### src/cfa_pkg.sv
// ----------------------------------------------------------------------------
// cfa_pkg
// Types and constants shared by the clock frame allocator modules.
// ----------------------------------------------------------------------------
package cfa_pkg;

    localparam int CFG_W  = 9;
    localparam int ACT_W  = 3;
    localparam int PAGE_W = 20;
    localparam int FI_W   = 8;
    localparam int STAT_W = 2;

    localparam logic [CFG_W-1:0] CFG_RESET = 9'd256;

    localparam logic [ACT_W-1:0] ACT_ALLOC  = 3'd0;
    localparam logic [ACT_W-1:0] ACT_TOUCH  = 3'd1;
    localparam logic [ACT_W-1:0] ACT_LOCK   = 3'd2;
    localparam logic [ACT_W-1:0] ACT_UNLOCK = 3'd3;
    localparam logic [ACT_W-1:0] ACT_FREE   = 3'd4;

    localparam logic [STAT_W-1:0] ST_OK        = 2'd0;
    localparam logic [STAT_W-1:0] ST_EXHAUSTED = 2'd1;
    localparam logic [STAT_W-1:0] ST_BUSY      = 2'd2;

    typedef struct packed {
        logic [ACT_W-1:0]  action;
        logic [PAGE_W-1:0] page_number;
        logic [FI_W-1:0]   frame_index;
    } t_in_item;

    typedef struct packed {
        logic [STAT_W-1:0] status;
        logic [FI_W-1:0]   result_frame;
        logic              evicted;
        logic [PAGE_W-1:0] victim_page;
    } t_out_item;

    // controller to datapath
    typedef struct packed {
        logic clear;   // write one cleared entry of the flag table
        logic load;    // capture the input transfer
        logic rd;      // read the flag and tag tables
        logic commit;  // apply the evaluated step
    } t_cmd;

    // datapath to controller
    typedef struct packed {
        logic clr_last;
        logic final_step;
        logic out_free;
    } t_stat;

endpackage

### src/cfa_ctrl.sv
// ----------------------------------------------------------------------------
// cfa_ctrl
// Sequencer: clearing pass, input capture, and read/evaluate steps per frame.
// ----------------------------------------------------------------------------
module cfa_ctrl (
    input  logic           i_clk,
    input  logic           i_rst_n,
    input  logic           i_in_valid,
    output logic           o_in_ready,
    input  cfa_pkg::t_stat i_stat,
    output cfa_pkg::t_cmd  o_cmd
);
    import cfa_pkg::*;

    typedef enum logic [1:0] {
        S_CLEAR,
        S_IDLE,
        S_READ,
        S_EVAL
    } t_state;

    t_state r_state;

    assign o_in_ready = (r_state == S_IDLE);

    always_comb begin
        o_cmd.clear  = (r_state == S_CLEAR);
        o_cmd.load   = (r_state == S_IDLE) && i_in_valid;
        o_cmd.rd     = (r_state == S_READ);
        o_cmd.commit = (r_state == S_EVAL) && (!i_stat.final_step || i_stat.out_free);
    end

    always_ff @(posedge i_clk) begin
        if (!i_rst_n) begin
            r_state <= S_CLEAR;
        end else begin
            unique case (r_state)
                S_CLEAR: begin
                    if (i_stat.clr_last) begin
                        r_state <= S_IDLE;
                    end
                end
                S_IDLE: begin
                    if (i_in_valid) begin
                        r_state <= S_READ;
                    end
                end
                S_READ: begin
                    r_state <= S_EVAL;
                end
                S_EVAL: begin
                    // hold a finished result until the output slot frees up
                    if (!i_stat.final_step) begin
                        r_state <= S_READ;
                    end else if (i_stat.out_free) begin
                        r_state <= S_IDLE;
                    end
                end
                default: begin
                    r_state <= S_CLEAR;
                end
            endcase
        end
    end

    a_clear_exit: assert property (@(posedge i_clk) disable iff (!i_rst_n)
        (r_state == S_CLEAR && i_stat.clr_last) |=> (r_state == S_IDLE))
        else $error("clearing pass did not hand over to idle");

    a_scan_loop: assert property (@(posedge i_clk) disable iff (!i_rst_n)
        (r_state == S_EVAL && !i_stat.final_step) |=> (r_state == S_READ))
        else $error("scan step did not return to read");

endmodule

### config.mk
export PLATFORM = sky130hd
export DESIGN_NAME = cfa_ctrl
export DESIGN_NICKNAME = d
export VERILOG_FILES = /design/src/cfa_pkg.sv /design/src/cfa_ctrl.sv
export SDC_FILE = /design/constraint.sdc
export NUM_CORES = 1
export LEC_CHECK = 0
export BUFFER_PORTS_ARGS = -buffer_cell sky130_fd_sc_hd__buf_2
export CAP_MARGIN = 0
export CELL_PAD_IN_SITES_DETAIL_PLACEMENT = 0
export CELL_PAD_IN_SITES_GLOBAL_PLACEMENT = 1
export CORE_AREA = 4 4 41 43
export DETAILED_ROUTE_END_ITERATION = 7
export DIE_AREA = 0 0 45 47
export PLACE_DENSITY_LB_ADDON = 0.1
export SKIP_LAST_GASP = 1
export SLEW_MARGIN = 20
export SYNTH_ARGS = -nofsm -noshare
export SYNTH_HDL_FRONTEND = slang
export SYNTH_SLANG_ARGS = --single-unit
### constraint.sdc
create_clock -name i_clk -period 1.62 [get_ports i_clk]
set_input_delay 0.162 -clock i_clk [delete_from_list [all_inputs] [get_ports i_clk]]
set_output_delay 0.162 -clock i_clk [all_outputs]
set_load 0.02 [all_outputs]
After elaboration in Yosys (flattened, before gate mapping). Index checks and enable logic that the tools add are counted.

Equality and inequality tests: 6. Mux-type cells: 5. Reductions and logical operators: 6.

Operators by type and width (number): 2-bit 2-to-1 mux (4); 2-bit one-hot mux with 4 select lines (1); 2-bit equality test (second input constant) (2); 2-bit != test (second input constant) (2); 3-bit != test (second input constant) (1); 3-bit AND reduction (1); 2-bit by 1-bit equality test with 1-bit output (second input constant) (1); 1-bit logical AND (2); 2-bit logical NOT (1); 1-bit logical NOT (1); 1-bit logical OR (1).

Flip-flop bits (word level): 2. Bits of input ports: 6. Output and inout bits: 5. Word-level logic and storage cells: 18.

Depth between registers and ports, before layout. Gate-level depths: netlist (run 1).

Depth in word-level cells: 3. Depth in mapped cells: 4. Mapped depth without buffers: 3.

Worst setup path before layout (run 1). OpenSTA, ideal clock, no wires.

Path kind: register -> output. Start point: register r_state[1]. End point: output o_cmd[0] (netlist bit). Data arrival time: 0.816 ns. Required time: 1.458 ns. Setup slack: 0.642 ns. Cell stages (with the launch flop): 4. Path buffers: 1. Cell sequence: dfxtp_1 -> buf_6 -> nand2_1 -> a21oi_1.

RTL lines: start: declaration (RTL line cfa_ctrl.sv:22) `t_state r_state;`; start signal: assignment (RTL line cfa_ctrl.sv:35) `r_state <= S_CLEAR;`; start signal: assignment (RTL line cfa_ctrl.sv:40) `r_state <= S_IDLE;`; start signal: assignment (RTL line cfa_ctrl.sv:45) `r_state <= S_READ;`; end: declaration (RTL line cfa_ctrl.sv:11) `output cfa_pkg::t_cmd o_cmd`.

==> metrics.yaml, run 1 <==
worstHoldEndpoint: "r_state[1]"
timing_max_transition_violations_final: 0
clock_path_buffers: 2
reported_max_cap_violation_count: 0
synthesis.nets: 23
power.ir.vdd_worst_uv: 165
average_wire_length_per_cell_after_detail_routing_um: 9.36
timing.rr.start: "r_state[1]"
synth.area.top_cells: "sky130_fd_sc_hd__dfxtp_1 29%, sky130_fd_sc_hd__nor2b_1 9.1%, sky130_fd_sc_hd__buf_6 8.2%"
leftover_overflow_at_the_end_of_global_routing: 0
relSlewSlack_pct: 80.4
first_iter_violations: 0
port_buffers: 10
clock_skew_ps: 1.05
worstPathRequired_ps: 1460
critPathArrivalTime_ps: 1100
netlist_instances: 17
cp_top_family: "flip-flops"
rr_endpoint: "r_state[1]"
synth_enable_flop_cells: 0
clock_tree.htree_level_count: 1
netlist-cell-type-count: 13
fin_nets: 37
postCtsSetupRepairBufs: 0
grt_first_pass_wirelength_um: 745
reg2reg_setup_slack_ps: 630
drt_pass1_iterations: 1
hold_depth: 2
final_min_period_over_clock_period_pct: 78.0
post_drt_via_cell_ratio: 3.50
worstHoldStart: "i_rst_n"
layout-drive-gt1-share_pct: 51.7
die_x_um: 45
timing_hold_violations_final: 0
timing.critical_path.fanout_max: 8
placedInstanceArea_um2: 195
final-setup-viol-count: 0
top_register: "r_state"
biggestRegsByFlops: "r_state: 2 flops"
layout_min_cycle_time_ps: 1260
ys_ff_latch: 2
crit_chain: "and3b_1 > buf_2"
path_buf_inv: 1
largest_reg_flops: 2
finish.instance_area_um2: 218
synth_area_leader_cell: "sky130_fd_sc_hd__dfxtp_1"
cts-root-buf: "sky130_fd_sc_hd__clkbuf_4"
leakagePower_nw: 0.113
die_footprint_mm2: 0.00212
critPathCaptureType: "primary output"
timing.setup.critical_path_class: "reg2out"
cellPowerDensity_mw_per_mm2: 1030
initial_core_util_pct: 10.6
ys_async_sr_fraction_pct: 0
grt_util_all_layers_pct: 5.59
critical_path.startpoint_type: "register"
clkTransAtPathRegs_ps: 30
worst-r2r-cell-count: 3
drc: 0
fp.coreArea_mm2: 0.00130
timing.critical_path.slowest_stage_cell: "sky130_fd_sc_hd__dfxtp_1"
filler_cell_count: 161
synth_flop_cell: "sky130_fd_sc_hd__dfxtp_1"
postRouteWirelength_um: 412
finalSetupTns_ps: 0
cts_inserted_buffers: 3
rsz_0062_raised_after_global_routing: "false"
postCtsResizedCells: 0
placer_congestion: 0.582
tritoncts: "built"
io-pin-count: 11
count_of_warnings_emitted_by_yosys: 0
netlist.area_leader.share_pct: 29.1
grt_start_max_net_pins: 9
first_global_vias: 196
number_of_hold_buffers_added_after_cts: 0
chipHeight_um: 47
critPathMaxStageDelay_ps: 480
syn-mean-instance-area_um2: 8.10
num_antenna_cells: 0
synth.yosys.seq_area_share_pct: 29.1
run_status: "completed"
num_vias: 154
clk-insertion-delay-late_ps: 230
grt_antenna_before_repair: 0
achievable-frequency_ghz: 0.791
cts_num_sinks: 2
syn-cell-area_um2: 138
place.detailed.hpwl_um: 307
multiInputGateArea_um2: 78.8
num_rows: 13
worst-path-stages: 2
syn_to_final_growth_pct: 58.2
hold_path.class: "in2reg"
drtAntennaViolNets: 0
worstMarginPinSlew_ps: 294
regArea_um2: 40.0
synthesized netlist by cell type, types with 2 or more instances:
cell type / n
sky130_fd_sc_hd__nor2b_1: 2
sky130_fd_sc_hd__a21oi_1: 2
sky130_fd_sc_hd__dfxtp_1: 2
sky130_fd_sc_hd__inv_1: 2
power breakdown:
part	internal [mW]	leakage [nW]	switching, mW
logic	0.0214	0.0828	0.0264
registers	0.0541	0.0166	0.00930
clock network	0.0820	0.0138	0.0314
total	0.158	0.113	0.0672
through the flow:
| stage | hold slack [ps] | instances | utilization [%] | power, mW | worst slack [ps] |
|---|---|---|---|---|---|
| finish | 168 | 44 | 16.7 | 0.225 | 356 |
| global route | 170 | 44 | 16.7 | 0.247 | 215 |
| CTS | 161 | 44 | 16.7 | 0.233 | 331 |
| detailed placement | 398 | 41 | 15.0 | 0.113 | 584 |
| global placement | 398 | 41 | 15.0 | 0.113 | 580 |
| floorplan | 291 | 17 | - | 0.0958 | 642 |
worst reg2reg max path: cells and delay by family (launching register included):
| kind | cells | cell delay [ps] |
|---|---|---|
| DFF | 1 | 480 |
| and+or+nand+nor | 2 | 290 |
| AOI/OAI and AO/OA | 1 | 120 |
how the worst max path moves through the flow:
stage,startpoint,end
floorplan,r_state[1],o_cmd[0]
detailed placement,r_state[1],o_cmd[0]
finish,r_state[1],o_cmd[2]
global route,r_state[1],o_cmd[0]
CTS,r_state[1],o_cmd[0]
global placement,r_state[1],o_cmd[2]
cells in the final DEF, fill, tap and decap left out, types with 2 or more instances in the layout:
cell | synthesis | routed
sky130_fd_sc_hd__buf_2 | 0 | 10
sky130_fd_sc_hd__clkbuf_4 | 0 | 3
sky130_fd_sc_hd__nor2b_1 | 2 | 2
sky130_fd_sc_hd__inv_1 | 2 | 2
sky130_fd_sc_hd__a21oi_1 | 2 | 2
sky130_fd_sc_hd__dfxtp_1 | 2 | 2
area by class of cell:
class,count,share of cell area [%]
clock buffer,3,10.3
multi-input combinational,12,36.2
timing repair buffer,10,23.0
tap,15,8.62
inverter,2,3.45
sequential,2,18.4
cells by family after synthesis:
kind of cell	synth area share [%]
buf+inv	13.6
mux	7.27
simple gates	30.9
flops	29.1
compound gates	19.1
routing by layer:
layer / routed length, µm / global-route usage [%] / share of wire (%)
met5: 0 / 0 / 0
met4: 0 / 8.77 / 0
met3: 31 / 2.68 / 7.5
met2: 176 / 6.50 / 43
met1: 204 / 5.87 / 50
(Power assumes the default switching activity.)
==> inputs of run 2 (changes only) <==
==> constraint.sdc (replaced) <==
create_clock -name i_clk -period 1.1 [get_ports i_clk]
set_input_delay 0.11 -clock i_clk [delete_from_list [all_inputs] [get_ports i_clk]]
set_output_delay 0.11 -clock i_clk [all_outputs]
set_load 0.02 [all_outputs]
==> metrics.yaml, run 2 (synthesis results as in run 1) <==
layout_min_cycle_time_ps: 1050
worstMarginPinSlew_ps: 189  # was 294 ps
num_rows: 13  # unchanged
layout-drive-gt1-share_pct: 64.5  # was 51.7%
worstPathRequired_ps: 990  # was 1460 ps
drc: 0  # unchanged
utilization_after_layout_pct: 19.1  # was 16.7%
grt_antenna_before_repair: 0  # unchanged
clock_path_buffers: 2  # unchanged
run_status: "completed"  # unchanged
rsz_0062_raised_after_global_routing: "false"  # unchanged
io-pin-count: 11  # unchanged
die_footprint_mm2: 0.00212  # unchanged
timing.setup.critical_path_class: "reg2out"  # unchanged
num_vias: 163  # was 154
timing_hold_violations_final: 0  # unchanged
reported_max_cap_violation_count: 0  # unchanged
initial_core_util_pct: 10.6  # unchanged
cts_inserted_buffers: 3  # unchanged
postRouteWirelength_um: 376  # was 412 µm
fin_nets: 39  # was 37
cts-root-buf: "sky130_fd_sc_hd__clkbuf_4"  # unchanged
clkTransAtPathRegs_ps: 30  # about the same
clock_tree.htree_level_count: 1  # unchanged
number_of_hold_buffers_added_after_cts: 0  # unchanged
first_global_vias: 184  # was 196
grt_util_all_layers_pct: 4.33  # was 5.59%
chipHeight_um: 47  # unchanged
timing_max_transition_violations_final: 0  # unchanged
finalSetupTns_ps: 0  # unchanged
critPathArrivalTime_ps: 940  # was 1100 ps
rr_endpoint: "r_state[1]"  # unchanged
fp.coreArea_mm2: 0.00130  # unchanged
final_min_period_over_clock_period_pct: 95.9
layout.cells.most_common: "sky130_fd_sc_hd__buf_2"  # unchanged
worstHoldStart: "i_rst_n"  # unchanged
leakagePower_nw: 0.125  # was 0.113 nW
grt_start_max_net_pins: 9  # unchanged
port_buffers: 10  # unchanged
placer_congestion: 0.626  # was 0.582
first_iter_violations: 3  # was 0
drtAntennaViolNets: 0  # unchanged
post_drt_via_cell_ratio: 3.54  # was 3.50
biggestRegsByFlops: "r_state: 2 flops"  # unchanged
hold_path.class: "in2reg"  # unchanged
clock_skew_ps: 1.88  # was 1.05 ps
cellPowerDensity_mw_per_mm2: 1340  # was 1030 mW/mm²
power.ir.vdd_worst_uv: 273  # was 165 µV
worst-r2r-cell-count: 4  # was 3
timing.critical_path.fanout_max: 7  # was 8
timing.rr.start: "r_state[1]"  # unchanged
reg2reg_setup_slack_ps: 140  # was 630 ps
critical_path.startpoint_type: "register"  # unchanged
final-setup-viol-count: 0  # unchanged
filler_cell_count: 156  # was 161
average_wire_length_per_cell_after_detail_routing_um: 8.17  # was 9.36 µm
grt_first_pass_wirelength_um: 593  # was 745 µm
worstHoldEndpoint: "r_state[0]"  # was r_state[1]
drt_pass1_iterations: 2  # was 1
clk-insertion-delay-late_ps: 220  # was 230 ps
syn_to_final_growth_pct: 80.9  # was 58.2%
relSlewSlack_pct: 87.3  # was 80.4%
top_register: "r_state"  # unchanged
cts_num_sinks: 2  # unchanged
leftover_overflow_at_the_end_of_global_routing: 0  # unchanged
largest_reg_flops: 2  # unchanged
die_x_um: 45  # unchanged
num_antenna_cells: 0  # unchanged
critPathCaptureType: "primary output"  # unchanged
mostFrequentLayoutCells: "8 x sky130_fd_sc_hd__buf_2, 4 x sky130_fd_sc_hd__buf_4, 3 x sky130_fd_sc_hd__clkbuf_4"  # was 10 x sky130_fd_sc_hd__buf_2, 3 x sky130_fd_sc_hd__clkbuf_4
achievable-frequency_ghz: 0.948
hold_depth: 3  # was 2
tritoncts: "built"  # unchanged
## run 2: cell types whose count changed in the layout (fill, tap and decap cells not counted), sizes merged
| cell | delta |
|---|---|
| buf | +2 |
## run 2: metal layers
layer | vias up | track usage, % | share of wire [%]
met4 | 0 | 8.77 | 0
met5 | - | 0 | 0
met2 | 8 | 5.93 | 48
met3 | 0 | 0 | 9.0
met1 | 70 | 4.28 | 43
li1 | 85 | - | -
## run 2: layout make-up
cell class / count / area (µm²) / share of cell area (%)
inverters: 2 / 7.51 / 3.02
clock buffers: 3 / 22.5 / 9.05
multi-input cells: 12 / 82.6 / 33.2
well taps: 15 / 18.8 / 7.54
repair buffers: 12 / 70.1 / 28.1
flip-flops and latches: 2 / 47.5 / 19.1
## run 2: metrics by stage
step	area (µm²)	total power [mW]	setup slack, ps	hold slack, ps	instances
after floorplan	138	0.141	137	239	17
after global placement	195	0.167	130	343	41
after detailed placement	195	0.166	98.0	360	41
after CTS	233	0.341	19.0	114	45
after global routing	249	0.356	8.46	137	46
final	249	0.334	45.5	123	46
## run 2: critical path, stage by stage (launching register included)
cell and delay, ps:
sky130_fd_sc_hd__dfxtp_4 350, sky130_fd_sc_hd__and3b_1 230, sky130_fd_sc_hd__buf_4 140
## run 2: power by group
group / total, mW / internal, mW / switching [mW] / leakage [nW]
Clock: 0.159 / 0.120 / 0.0391 / 0.0138
Sequential: 0.0921 / 0.0799 / 0.0122 / 0.0178
Combinational: 0.0824 / 0.0399 / 0.0426 / 0.0930
Total: 0.334 / 0.240 / 0.0939 / 0.125
## run 2: how the worst max path moves through the flow
stage / slack, ps / cells after the start / startpoint / end
floorplan: 140 / 4 / r_state[1] / r_state[1]
global placement: 130 / 3 / r_state[1] / r_state[1]
detailed placement: 100 / 3 / r_state[1] / r_state[1]
CTS: 20 / 2 / r_state[1] / o_cmd[2]
global route: 8 / 2 / r_state[1] / o_cmd[2]
finish: 50 / 2 / r_state[1] / o_cmd[2]
## run 2: what timing repair did
| item | in CTS | in global routing |
|---|---|---|
| resized for setup | 4 | 3 |
| endpoints found under the setup margin | 4 | 3 |
| cloned | 0 | 0 |
| setup buffers | 1 | 1 |
